==> src/rtl/core/swtg_pkg.sv <==
// Shared types, constants and helpers for the square-wave tone generator.
// No dependencies; every other file in rtl/core imports this package.
package swtg_pkg;

  localparam int unsigned CPU_HZ      = 8000000;
  localparam int unsigned CPU_W       = $clog2(CPU_HZ + 1);
  localparam int unsigned PSC_CODES   = 15;
  localparam int unsigned PCNT_W      = 14;
  localparam int unsigned QUOT_W      = 8;
  localparam int unsigned STEP_W      = $clog2(QUOT_W + 1);
  localparam int unsigned QUEUE_DEPTH = 4;
  localparam int unsigned QPTR_W      = $clog2(QUEUE_DEPTH);

  localparam logic [7:0]  PIN_NONE    = 8'hFF;
  localparam logic [7:0]  QUOT_MAX    = 8'hFF;
  localparam logic [31:0] LEN_FOREVER = 32'hFFFF_FFFF;

  typedef enum logic [1:0] {
    OP_START = 2'd0,
    OP_STOP  = 2'd1,
    OP_CLK   = 2'd2,
    OP_MS    = 2'd3
  } op_e;

  typedef enum logic [1:0] {
    CMD_TONE,
    CMD_HALT,
    CMD_CLK,
    CMD_MS
  } cmd_e;

  typedef enum logic {
    ST_RUN,
    ST_DIV
  } back_state_e;

  typedef struct packed {
    cmd_e              cmd;
    logic [7:0]        pin;
    logic [15:0]       freq;
    logic [31:0]       len;
    logic [3:0]        psel;
    logic              sat;
    logic [CPU_W-1:0]  dividend;
  } cmd_t;

  typedef struct packed {
    logic              start;
    logic [CPU_W-1:0]  dividend;
    logic [15:0]       divisor;
  } div_req_t;

  typedef struct packed {
    logic              done;
    logic [QUOT_W-1:0] quot;
  } div_rsp_t;

  function automatic logic [CPU_W-1:0] psc_dividend(logic [3:0] code);
    logic [31:0] shifted;
    shifted = (code == 4'd0) ? 32'(CPU_HZ) : (32'(CPU_HZ) >> (code - 4'd1));
    return shifted[CPU_W-1:0];
  endfunction

endpackage

==> src/rtl/core/square_wave_tone_generator_top.sv <==
// Path: an accepted beat is written to the queue, popped by the back end, then registered.
// Throughput: 1 beat per cycle when not stalled; an unsaturated tone start that changes
// pin or frequency holds the back end while the 8-step divider forms the compare value.
// Reset: asynchronous, active low; clears queue, timer, clocks, valid; active pin is 255.
// Depends on swtg_pkg, swtg_front, swtg_queue, swtg_div and swtg_back.
module square_wave_tone_generator_top import swtg_pkg::*; (
  input  logic        clk_i,
  input  logic        rst_ni,
  input  logic        in_valid_i,
  output logic        in_stall_o,
  input  logic [1:0]  op_i,
  input  logic [7:0]  pin_i,
  input  logic [15:0] frequency_i,
  input  logic [31:0] length_ms_i,
  output logic        out_valid_o,
  input  logic        out_stall_i,
  output logic [7:0]  pin_id_o,
  output logic        pin_level_o,
  output logic        playing_o,
  output logic [7:0]  released_pin_o,
  output logic [7:0]  compare_value_o,
  output logic [3:0]  prescale_code_o,
  output logic        toggled_o
);

  cmd_t     push_entry, head_entry;
  logic     push, pop, q_empty, q_full;
  div_req_t div_req;
  div_rsp_t div_rsp;

  swtg_front u_front (
    .in_valid_i  (in_valid_i),
    .in_stall_o  (in_stall_o),
    .op_i        (op_i),
    .pin_i       (pin_i),
    .frequency_i (frequency_i),
    .length_ms_i (length_ms_i),
    .full_i      (q_full),
    .push_o      (push),
    .entry_o     (push_entry)
  );

  swtg_queue u_queue (
    .clk_i   (clk_i),
    .rst_ni  (rst_ni),
    .push_i  (push),
    .entry_i (push_entry),
    .pop_i   (pop),
    .entry_o (head_entry),
    .empty_o (q_empty),
    .full_o  (q_full)
  );

  swtg_div u_div (
    .clk_i  (clk_i),
    .rst_ni (rst_ni),
    .req_i  (div_req),
    .rsp_o  (div_rsp)
  );

  swtg_back u_back (
    .clk_i           (clk_i),
    .rst_ni          (rst_ni),
    .entry_i         (head_entry),
    .empty_i         (q_empty),
    .pop_o           (pop),
    .div_req_o       (div_req),
    .div_rsp_i       (div_rsp),
    .out_valid_o     (out_valid_o),
    .out_stall_i     (out_stall_i),
    .pin_id_o        (pin_id_o),
    .pin_level_o     (pin_level_o),
    .playing_o       (playing_o),
    .released_pin_o  (released_pin_o),
    .compare_value_o (compare_value_o),
    .prescale_code_o (prescale_code_o),
    .toggled_o       (toggled_o)
  );

endmodule

==> src/rtl/core/swtg_front.sv <==
// Front end: accepts input beats, classifies them and picks the prescale code.
// Depends on swtg_pkg; feeds swtg_queue.
module swtg_front import swtg_pkg::*; (
  input  logic        in_valid_i,
  output logic        in_stall_o,
  input  logic [1:0]  op_i,
  input  logic [7:0]  pin_i,
  input  logic [15:0] frequency_i,
  input  logic [31:0] length_ms_i,
  input  logic        full_i,
  output logic        push_o,
  output cmd_t        entry_o
);

  logic [3:0]  fit_psel;
  logic        fit_sat;
  logic [31:0] freq_scaled;

  assign freq_scaled = {8'b0, frequency_i, 8'b0};

  // smallest code whose divided clock stays below 256 periods
  always_comb begin
    fit_psel = 4'(PSC_CODES);
    fit_sat  = 1'b1;
    for (int j = PSC_CODES - 1; j >= 0; j--) begin
      if ((32'(CPU_HZ) >> j) < freq_scaled) begin
        fit_psel = 4'(j + 1);
        fit_sat  = 1'b0;
      end
    end
  end

  always_comb begin
    entry_o.pin      = pin_i;
    entry_o.freq     = frequency_i;
    entry_o.len      = length_ms_i;
    entry_o.psel     = fit_psel;
    entry_o.sat      = fit_sat;
    entry_o.dividend = psc_dividend(fit_psel);
    case (op_e'(op_i))
      OP_START: entry_o.cmd = (frequency_i == 16'd0) ? CMD_HALT : CMD_TONE;
      OP_STOP:  entry_o.cmd = CMD_HALT;
      OP_CLK:   entry_o.cmd = CMD_CLK;
      default:  entry_o.cmd = CMD_MS;
    endcase
  end

  assign in_stall_o = full_i;
  assign push_o     = in_valid_i && !full_i;

endmodule

==> src/rtl/core/swtg_queue.sv <==
// Short command queue between the front end and the back end.
// Depends on swtg_pkg.
module swtg_queue import swtg_pkg::*; (
  input  logic  clk_i,
  input  logic  rst_ni,
  input  logic  push_i,
  input  cmd_t  entry_i,
  input  logic  pop_i,
  output cmd_t  entry_o,
  output logic  empty_o,
  output logic  full_o
);

  cmd_t              mem_q [QUEUE_DEPTH];
  logic [QPTR_W-1:0] wr_ptr_q, wr_ptr_d;
  logic [QPTR_W-1:0] rd_ptr_q, rd_ptr_d;
  logic [QPTR_W:0]   cnt_q, cnt_d;

  assign empty_o = (cnt_q == '0);
  assign full_o  = (cnt_q == (QPTR_W + 1)'(QUEUE_DEPTH));
  assign entry_o = mem_q[rd_ptr_q];

  always_comb begin
    wr_ptr_d = push_i ? wr_ptr_q + 1'b1 : wr_ptr_q;
    rd_ptr_d = pop_i  ? rd_ptr_q + 1'b1 : rd_ptr_q;
    cnt_d    = cnt_q;
    if (push_i && !pop_i) begin
      cnt_d = cnt_q + 1'b1;
    end else if (pop_i && !push_i) begin
      cnt_d = cnt_q - 1'b1;
    end
  end

  always_ff @(posedge clk_i or negedge rst_ni) begin
    if (!rst_ni) begin
      wr_ptr_q <= '0;
      rd_ptr_q <= '0;
      cnt_q    <= '0;
    end else begin
      wr_ptr_q <= wr_ptr_d;
      rd_ptr_q <= rd_ptr_d;
      cnt_q    <= cnt_d;
    end
  end

  always_ff @(posedge clk_i) begin
    if (push_i) begin
      mem_q[wr_ptr_q] <= entry_i;
    end
  end

endmodule

==> src/rtl/core/swtg_div.sv <==
// Restoring divider, one quotient bit per cycle, 8-bit quotient.
// Depends on swtg_pkg; used by swtg_back for the compare value.
module swtg_div import swtg_pkg::*; (
  input  logic     clk_i,
  input  logic     rst_ni,
  input  div_req_t req_i,
  output div_rsp_t rsp_o
);

  logic [STEP_W-1:0] step_q, step_d;
  logic [15:0]       rem_q, rem_d;
  logic [15:0]       dvs_q, dvs_d;
  logic [QUOT_W-1:0] low_q, low_d;
  logic [QUOT_W-1:0] quot_q, quot_d;
  logic [16:0]       trial;
  logic [31:0]       hi_part;

  assign hi_part = 32'(req_i.dividend >> QUOT_W);
  assign trial   = {rem_q, low_q[QUOT_W-1]};

  always_comb begin
    step_d = step_q;
    rem_d  = rem_q;
    dvs_d  = dvs_q;
    low_d  = low_q;
    quot_d = quot_q;
    if (req_i.start) begin
      step_d = STEP_W'(QUOT_W);
      rem_d  = hi_part[15:0];
      dvs_d  = req_i.divisor;
      low_d  = req_i.dividend[QUOT_W-1:0];
      quot_d = '0;
    end else if (step_q != '0) begin
      step_d = step_q - 1'b1;
      low_d  = {low_q[QUOT_W-2:0], 1'b0};
      if (trial >= {1'b0, dvs_q}) begin
        rem_d  = 16'(trial - {1'b0, dvs_q});
        quot_d = {quot_q[QUOT_W-2:0], 1'b1};
      end else begin
        rem_d  = trial[15:0];
        quot_d = {quot_q[QUOT_W-2:0], 1'b0};
      end
    end
  end

  always_ff @(posedge clk_i or negedge rst_ni) begin
    if (!rst_ni) begin
      step_q <= '0;
    end else begin
      step_q <= step_d;
    end
  end

  always_ff @(posedge clk_i) begin
    rem_q  <= rem_d;
    dvs_q  <= dvs_d;
    low_q  <= low_d;
    quot_q <= quot_d;
  end

  assign rsp_o.done = (step_q == '0);
  assign rsp_o.quot = quot_q;

endmodule

==> src/rtl/core/swtg_back.sv <==
// Back end: tone state, prescaler, 8-bit timer, duration check, result register.
// Depends on swtg_pkg; drains swtg_queue and drives swtg_div.
module swtg_back import swtg_pkg::*; (
  input  logic        clk_i,
  input  logic        rst_ni,
  input  cmd_t        entry_i,
  input  logic        empty_i,
  output logic        pop_o,
  output div_req_t    div_req_o,
  input  div_rsp_t    div_rsp_i,
  output logic        out_valid_o,
  input  logic        out_stall_i,
  output logic [7:0]  pin_id_o,
  output logic        pin_level_o,
  output logic        playing_o,
  output logic [7:0]  released_pin_o,
  output logic [7:0]  compare_value_o,
  output logic [3:0]  prescale_code_o,
  output logic        toggled_o
);

  back_state_e       state_q, state_d;

  logic [15:0]       last_freq_q, last_freq_d;
  logic [31:0]       dur_q, dur_d;
  logic [31:0]       stamp_q, stamp_d;
  logic [7:0]        active_q, active_d;
  logic [31:0]       ms_q, ms_d;
  logic [PCNT_W-1:0] pcnt_q, pcnt_d;
  logic [7:0]        tcnt_q, tcnt_d;
  logic [7:0]        top_q, top_d;
  logic [3:0]        psel_q, psel_d;
  logic              level_q, level_d;
  logic              on_q, on_d;

  logic [7:0]        pend_pin_q;
  logic [15:0]       pend_freq_q;
  logic [3:0]        pend_psel_q;

  logic              out_valid_q, out_valid_d;
  logic [7:0]        o_pin_q, o_rel_q, o_top_q;
  logic              o_level_q, o_play_q, o_tog_q;
  logic [3:0]        o_psel_q;

  logic              slot_free, tone_new, needs_div, apply, emit;
  logic [7:0]        a_pin, a_quot;
  logic [15:0]       a_freq;
  logic [3:0]        a_psel;
  logic [7:0]        rel;
  logic              tog;
  logic [PCNT_W:0]   pn, pdiv;
  logic [31:0]       elapsed;

  assign slot_free = !out_valid_q || !out_stall_i;
  assign tone_new  = (entry_i.pin != active_q) || (entry_i.freq != last_freq_q);

  always_comb begin
    state_d = state_q;
    case (state_q)
      ST_RUN: begin
        if (needs_div) begin
          state_d = ST_DIV;
        end
      end
      ST_DIV: begin
        if (div_rsp_i.done && slot_free) begin
          state_d = ST_RUN;
        end
      end
      default: state_d = ST_RUN;
    endcase
  end

  always_comb begin
    pop_o     = 1'b0;
    needs_div = 1'b0;
    apply     = 1'b0;
    emit      = 1'b0;
    a_pin     = entry_i.pin;
    a_freq    = entry_i.freq;
    a_psel    = entry_i.psel;
    a_quot    = QUOT_MAX;
    case (state_q)
      ST_RUN: begin
        pop_o     = !empty_i && slot_free;
        needs_div = pop_o && (entry_i.cmd == CMD_TONE) && tone_new && !entry_i.sat;
        apply     = pop_o && (entry_i.cmd == CMD_TONE) && tone_new && entry_i.sat;
        emit      = pop_o && !needs_div;
      end
      ST_DIV: begin
        apply  = div_rsp_i.done && slot_free;
        emit   = apply;
        a_pin  = pend_pin_q;
        a_freq = pend_freq_q;
        a_psel = pend_psel_q;
        a_quot = div_rsp_i.quot;
      end
      default: ;
    endcase
  end

  assign div_req_o.start    = needs_div;
  assign div_req_o.dividend = entry_i.dividend;
  assign div_req_o.divisor  = entry_i.freq;

  assign pn      = {1'b0, pcnt_q} + 1'b1;
  assign pdiv    = (PCNT_W + 1)'(1) << (psel_q - 4'd1);
  assign elapsed = ms_q - stamp_q;

  always_comb begin
    last_freq_d = last_freq_q;
    dur_d       = dur_q;
    stamp_d     = stamp_q;
    active_d    = active_q;
    ms_d        = ms_q;
    pcnt_d      = pcnt_q;
    tcnt_d      = tcnt_q;
    top_d       = top_q;
    psel_d      = psel_q;
    level_d     = level_q;
    on_d        = on_q;
    rel         = PIN_NONE;
    tog         = 1'b0;
    if (pop_o) begin
      case (entry_i.cmd)
        CMD_TONE: begin
          dur_d = (entry_i.len == 32'd0) ? LEN_FOREVER : entry_i.len;
        end
        CMD_HALT: begin
          rel      = (entry_i.pin == PIN_NONE) ? active_q : entry_i.pin;
          on_d     = 1'b0;
          active_d = PIN_NONE;
        end
        CMD_CLK: begin
          if (psel_q != 4'd0) begin
            if (pn >= pdiv) begin
              pcnt_d = '0;
              if (tcnt_q == top_q) begin
                tcnt_d = 8'd0;
                if (on_q) begin
                  level_d = ~level_q;
                  tog     = 1'b1;
                  if (elapsed >= dur_q) begin
                    rel      = active_q;
                    on_d     = 1'b0;
                    active_d = PIN_NONE;
                  end
                end
              end else begin
                tcnt_d = tcnt_q + 8'd1;
              end
            end else begin
              pcnt_d = pn[PCNT_W-1:0];
            end
          end
        end
        default: begin
          ms_d = ms_q + 32'd1;
        end
      endcase
    end
    if (apply) begin
      last_freq_d = a_freq;
      if (a_pin != active_q) begin
        active_d = a_pin;
        level_d  = 1'b1;
      end
      top_d   = a_quot;
      psel_d  = a_psel;
      stamp_d = ms_q;
      on_d    = 1'b1;
    end
  end

  assign out_valid_d = emit || (out_valid_q && out_stall_i);

  always_ff @(posedge clk_i or negedge rst_ni) begin
    if (!rst_ni) begin
      state_q     <= ST_RUN;
      last_freq_q <= '0;
      dur_q       <= '0;
      stamp_q     <= '0;
      active_q    <= PIN_NONE;
      ms_q        <= '0;
      pcnt_q      <= '0;
      tcnt_q      <= '0;
      top_q       <= '0;
      psel_q      <= '0;
      level_q     <= 1'b0;
      on_q        <= 1'b0;
      out_valid_q <= 1'b0;
    end else begin
      state_q     <= state_d;
      last_freq_q <= last_freq_d;
      dur_q       <= dur_d;
      stamp_q     <= stamp_d;
      active_q    <= active_d;
      ms_q        <= ms_d;
      pcnt_q      <= pcnt_d;
      tcnt_q      <= tcnt_d;
      top_q       <= top_d;
      psel_q      <= psel_d;
      level_q     <= level_d;
      on_q        <= on_d;
      out_valid_q <= out_valid_d;
    end
  end

  always_ff @(posedge clk_i) begin
    if (needs_div) begin
      pend_pin_q  <= entry_i.pin;
      pend_freq_q <= entry_i.freq;
      pend_psel_q <= entry_i.psel;
    end
    if (emit) begin
      o_pin_q   <= active_d;
      o_level_q <= level_d;
      o_play_q  <= on_d;
      o_rel_q   <= rel;
      o_top_q   <= top_d;
      o_psel_q  <= psel_d;
      o_tog_q   <= tog;
    end
  end

  assign out_valid_o     = out_valid_q;
  assign pin_id_o        = o_pin_q;
  assign pin_level_o     = o_level_q;
  assign playing_o       = o_play_q;
  assign released_pin_o  = o_rel_q;
  assign compare_value_o = o_top_q;
  assign prescale_code_o = o_psel_q;
  assign toggled_o       = o_tog_q;

endmodule
==> config.mk <==
export PLATFORM = sky130hd
export DESIGN_NAME = square_wave_tone_generator_top
export DESIGN_NICKNAME = d
export VERILOG_FILES = /design/src/rtl/core/swtg_pkg.sv /design/src/rtl/core/square_wave_tone_generator_top.sv /design/src/rtl/core/swtg_front.sv /design/src/rtl/core/swtg_queue.sv /design/src/rtl/core/swtg_div.sv /design/src/rtl/core/swtg_back.sv
export SDC_FILE = /design/constraint.sdc
export NUM_CORES = 1
export LEC_CHECK = 0
export BUFFER_PORTS_ARGS = -buffer_cell sky130_fd_sc_hd__clkbuf_2
export CAP_MARGIN = 10
export CORE_ASPECT_RATIO = 1.5
export CORE_MARGIN = 3
export CORE_UTILIZATION = 50
export CTS_BUF_LIST = sky130_fd_sc_hd__clkbuf_2 sky130_fd_sc_hd__clkbuf_4 sky130_fd_sc_hd__clkbuf_8
export DETAILED_ROUTE_END_ITERATION = 7
export PLACE_DENSITY = 0.66
export SLEW_MARGIN = 0
export SYNTH_ARGS = -nofsm -noshare
export SYNTH_HDL_FRONTEND = slang
export SYNTH_SLANG_ARGS = --single-unit
==> constraint.sdc <==
create_clock -name clk_i -period 4.1 [get_ports clk_i]
set_input_delay 0.205 -clock clk_i [delete_from_list [all_inputs] [get_ports clk_i]]
set_output_delay 0.205 -clock clk_i [all_outputs]
set_load 0.01 [all_outputs]
==> qor.yml <==
status: "complete, but fails checks"
failed_checks: "negative setup slack"
postSynthNetCount: 2312
die-area_um2: 59830
cts_buffer_depth: 3
core_um2: 55970
yosysTopAreaCell: "edfxtp_1"
register_area_um2: 17220
die_h_um: 298.1
root_buffer: "clkbuf_8"
layout_min_cycle_time_ns: 4.636
p_leak_uw: 0.01326
drv_cap: 0
power.internal_uw: 16720
antenna_found_initial: 2
grt_usage_pct: 22.35
numCtsBuffers: 89
seq_power_share_pct: 35.9
cts_sinks: 604
wire_per_inst_um: 20.17
power_density_nw_per_um2: 793.2
totalWireLength_um: 66200
drive_above_1_share_pct: 23.16
grt_max_degree: 97
grt_pass1_wl_um: 106000
vdd_drop_max_mv: 0.3806
ys_seq_area_share_pct: 60.53
p_comb_share_pct: 45.4
io_pins: 95
grt_overflow_total: 0
area_delta_synth_final_pct: 18.16
holdCritPathClass: "in2reg"
placed_area_um2: 30840
synth_commonest_cells: "edfxtp_1 (426), dfrtp_1 (161), nand2_1 (150), inv_1 (129), nor2_1 (116)"
row_count: 106
drc_errors: 0
fin_ws_ns: -0.5357
power_uw: 26650
syn_area_um2: 28430
r2r_end: "u_back.released_pin_o[1]$_SDFFCE_PN1P_"
min_period_over_period_pct: 113.1
cp-start-kind: "flip-flop"
drt-initial-drc-count: 1014
synth-edff-count: 426
async_flop_share_pct: 27.98
pre_cts_ws_ns: -0.6127
finalHoldViolCount: 0
power_switching_uw: 9928
design_area_um2: 33600
avgSynthCellArea_um2: 13.34
cts_tree: "done"
ys_ff_latch: 604
place.gp.congestion: 0.9024
htree_levels: 3
arrival_ns: 5.04
swShare_pct: 37.25
worst-endpoint-required_ns: 4.50
synth_warnings: 0
finalSetupViolations: 26
fmax_mhz: 215.7
via_per_inst: 5.585
rrSetupSlack_ns: -0.54
timing.rr.start: "u_back.stamp_q[0]$_DFFE_PN0P_"
rsz0062_at_grt: "yes"
post-dp-hpwl_um: 46420
hold_path_depth: 3
synth_top_area_share_pct: 44.99
cts.reportedPaths.clkPinSlew_ns: 0.07
finalNetCount: 2636
finalClockSkew_ns: 0.02770
synth.distinct_cells: 76
crit_fanout: 8
hold_path_end: "u_queue.wr_ptr_q[0]$_DFFE_PN0P_"
endpoint_kind: "flip-flop"
fillers: 4446
yosys-top-cells-area: "edfxtp_1 (45%), dfrtp_1 (14%), mux4_2 (6.8%)"
dr.pass1.iters: 5
relSlewSlack_pct: 22.57
multi_input_area_um2: 10660
final_util_pct: 60.03
post-synth-top-count-cell: "edfxtp_1"
place_inst: 3055
fin_cells: 3283
start_util_pct: 50.80
ant_nets: 0
min_from: "in_valid_i"
portBuffers: 94
tightest_slew_ns: 1.161
clockPowerShare_pct: 18.7
ys.flop_type: "edfxtp_1"
grt_pass1_vias: 19505
routed-via-count: 18335
syn_inst: 2132
r2r_cells: 20
chipWidth_um: 200.7
final-max-slew-violation-count: 0
clk_latency_ns: 0.68
crit_type: "reg2reg"
## timing repair
item	in CTS	in global routing
hold buffers	60	0
endpoints found under the setup margin	26	26
pin swaps	38	20
setup buffers	8	1
gates resized for setup	28	19
endpoints found under the hold margin	307	0
## worst max-delay path by stage
stage	end	cells past startpoint	start
global route	u_back.released_pin_o[1]$_SDFFCE_PN1P_	20	u_back.stamp_q[0]$_DFFE_PN0P_
floorplan	u_back.released_pin_o[1]$_SDFFCE_PN1P_	16	u_back.ms_q[1]$_DFFE_PN0P_
finish	u_back.released_pin_o[1]$_SDFFCE_PN1P_	20	u_back.stamp_q[0]$_DFFE_PN0P_
detailed placement	u_back.pin_id_o[2]$_DFFE_PP_	19	u_back.ms_q[0]$_DFFE_PN0P_
CTS	u_back.pin_id_o[2]$_DFFE_PP_	17	u_back.ms_q[1]$_DFFE_PN0P_
global placement	u_back.pin_id_o[0]$_DFFE_PP_	17	u_back.stamp_q[1]$_DFFE_PN0P_
## power groups by stage
stage                     combinational (uW)  sequential (uW)  clock, uW
after floorplan                         8040             9410          0
after CTS                              12000             9570       5130
final                                  12100             9570       4990
after global routing                   13400             9750       5410
after detailed placement               11600             9680          0
after global placement                 11300             9590          0
## cell usage in the layout (no fill, tap or decap), drive strengths merged, types with 14 or more instances in the layout
cell           n
edfxtp       426
nand2b        16
a21oi        111
o22a          32
xor2          34
mux2          22
nand3         59
inv          135
and2          15
buf          165
nor2         116
mux2i         42
dlygate4sd3   60
clkinv        26
a211oi        15
nor4          14
dfrtp        161
o21ai        111
a31oi         16
nand4         36
nor2b         24
clkbuf       219
a21o          22
xnor2         87
o211ai        14
mux4          86
nand2        150
o31ai         14
ha           115
and3          28
nor3          18
## routing by layer
layer	share of wire, %	vias up	wire length, um	GRT usage, %
met5	0.020	-	13	0
met4	3.6	2	2366	9.124
met3	3.3	134	2190	2.831
met2	53	405	35220	40.96
met1	40	9121	26410	26.60
li1	-	8673	-	-
## cell type report
| class | count | share of cell area, % |
|---|---|---|
| sequential | 604 | 51.26 |
| multi-input combinational | 1313 | 31.73 |
| timing repair buffer | 318 | 7.266 |
| clock buffer | 126 | 4.584 |
| tap | 756 | 2.815 |
| inverter | 130 | 1.456 |
| clock inverter | 35 | 0.8826 |
| antenna | 1 | 0.007448 |
## stage by stage
step           hold slack [ns]  TNS [ns]
2_1_floorplan         -0.09059   -0.2724
3_3_place_gp            0.2793    -10.18
3_5_place_dp            0.2864    -13.11
4_1_cts                0.05346    -9.136
5_1_grt                 0.1044    -15.49
6_report                0.1018    -10.38
## logic make-up after synthesis
logic type               count (synthesis)  synth area share [%]
flip-flops                             604                 60.53
AND/OR/NAND/NOR                        508                 8.673
AO/OA/AOI/OAI                          416                 9.390
buffers and inverters                  215                 3.221
multiplexers                           150                 9.188
XOR/XNOR                               121                 3.727
adder cells (fa/ha/maj)                118                 5.272
## registers in the layout, indices dropped and copies added, names as in the netlist, 3 cells and up
signal	count
u_queue.mem_q	344
u_back.dur_q	32
u_back.ms_q	32
u_back.stamp_q	32
u_back.last_freq_q	16
u_back.pend_freq_q	16
u_div.rem_q	16
u_back.pcnt_q	14
u_back.active_q	8
u_back.compare_value_o	8
u_back.pend_pin_q	8
u_back.pin_id_o	8
u_back.released_pin_o	8
u_back.tcnt_q	8
u_back.top_q	8
u_div.low_q	8
u_div.quot_q	8
u_back.pend_psel_q	4
u_back.prescale_code_o	4
u_back.psel_q	4
u_div.step_q	4
u_queue.cnt_q	3
## worst max-delay path: stages (launching register included)
cell       delay (ns)
dfrtp_1          0.39
ha_2             0.19
inv_2            0.05
fa_2             0.22
a21oi_4          0.06
o211ai_1         0.23
o2111ai_2        0.16
a21boi_2         0.22
a41oi_2          0.21
o21a_1           0.28
o21a_1           0.23
buf_6            0.13
xnor2_2          0.12
ha_1             0.29
nand4_1          0.19
a2111o_1         0.45
a41oi_2          0.25
o211ai_1         0.14
buf_6            0.19
o31ai_2          0.25
nand3_1          0.11
Note: power is estimated with default switching activity, not from simulation.
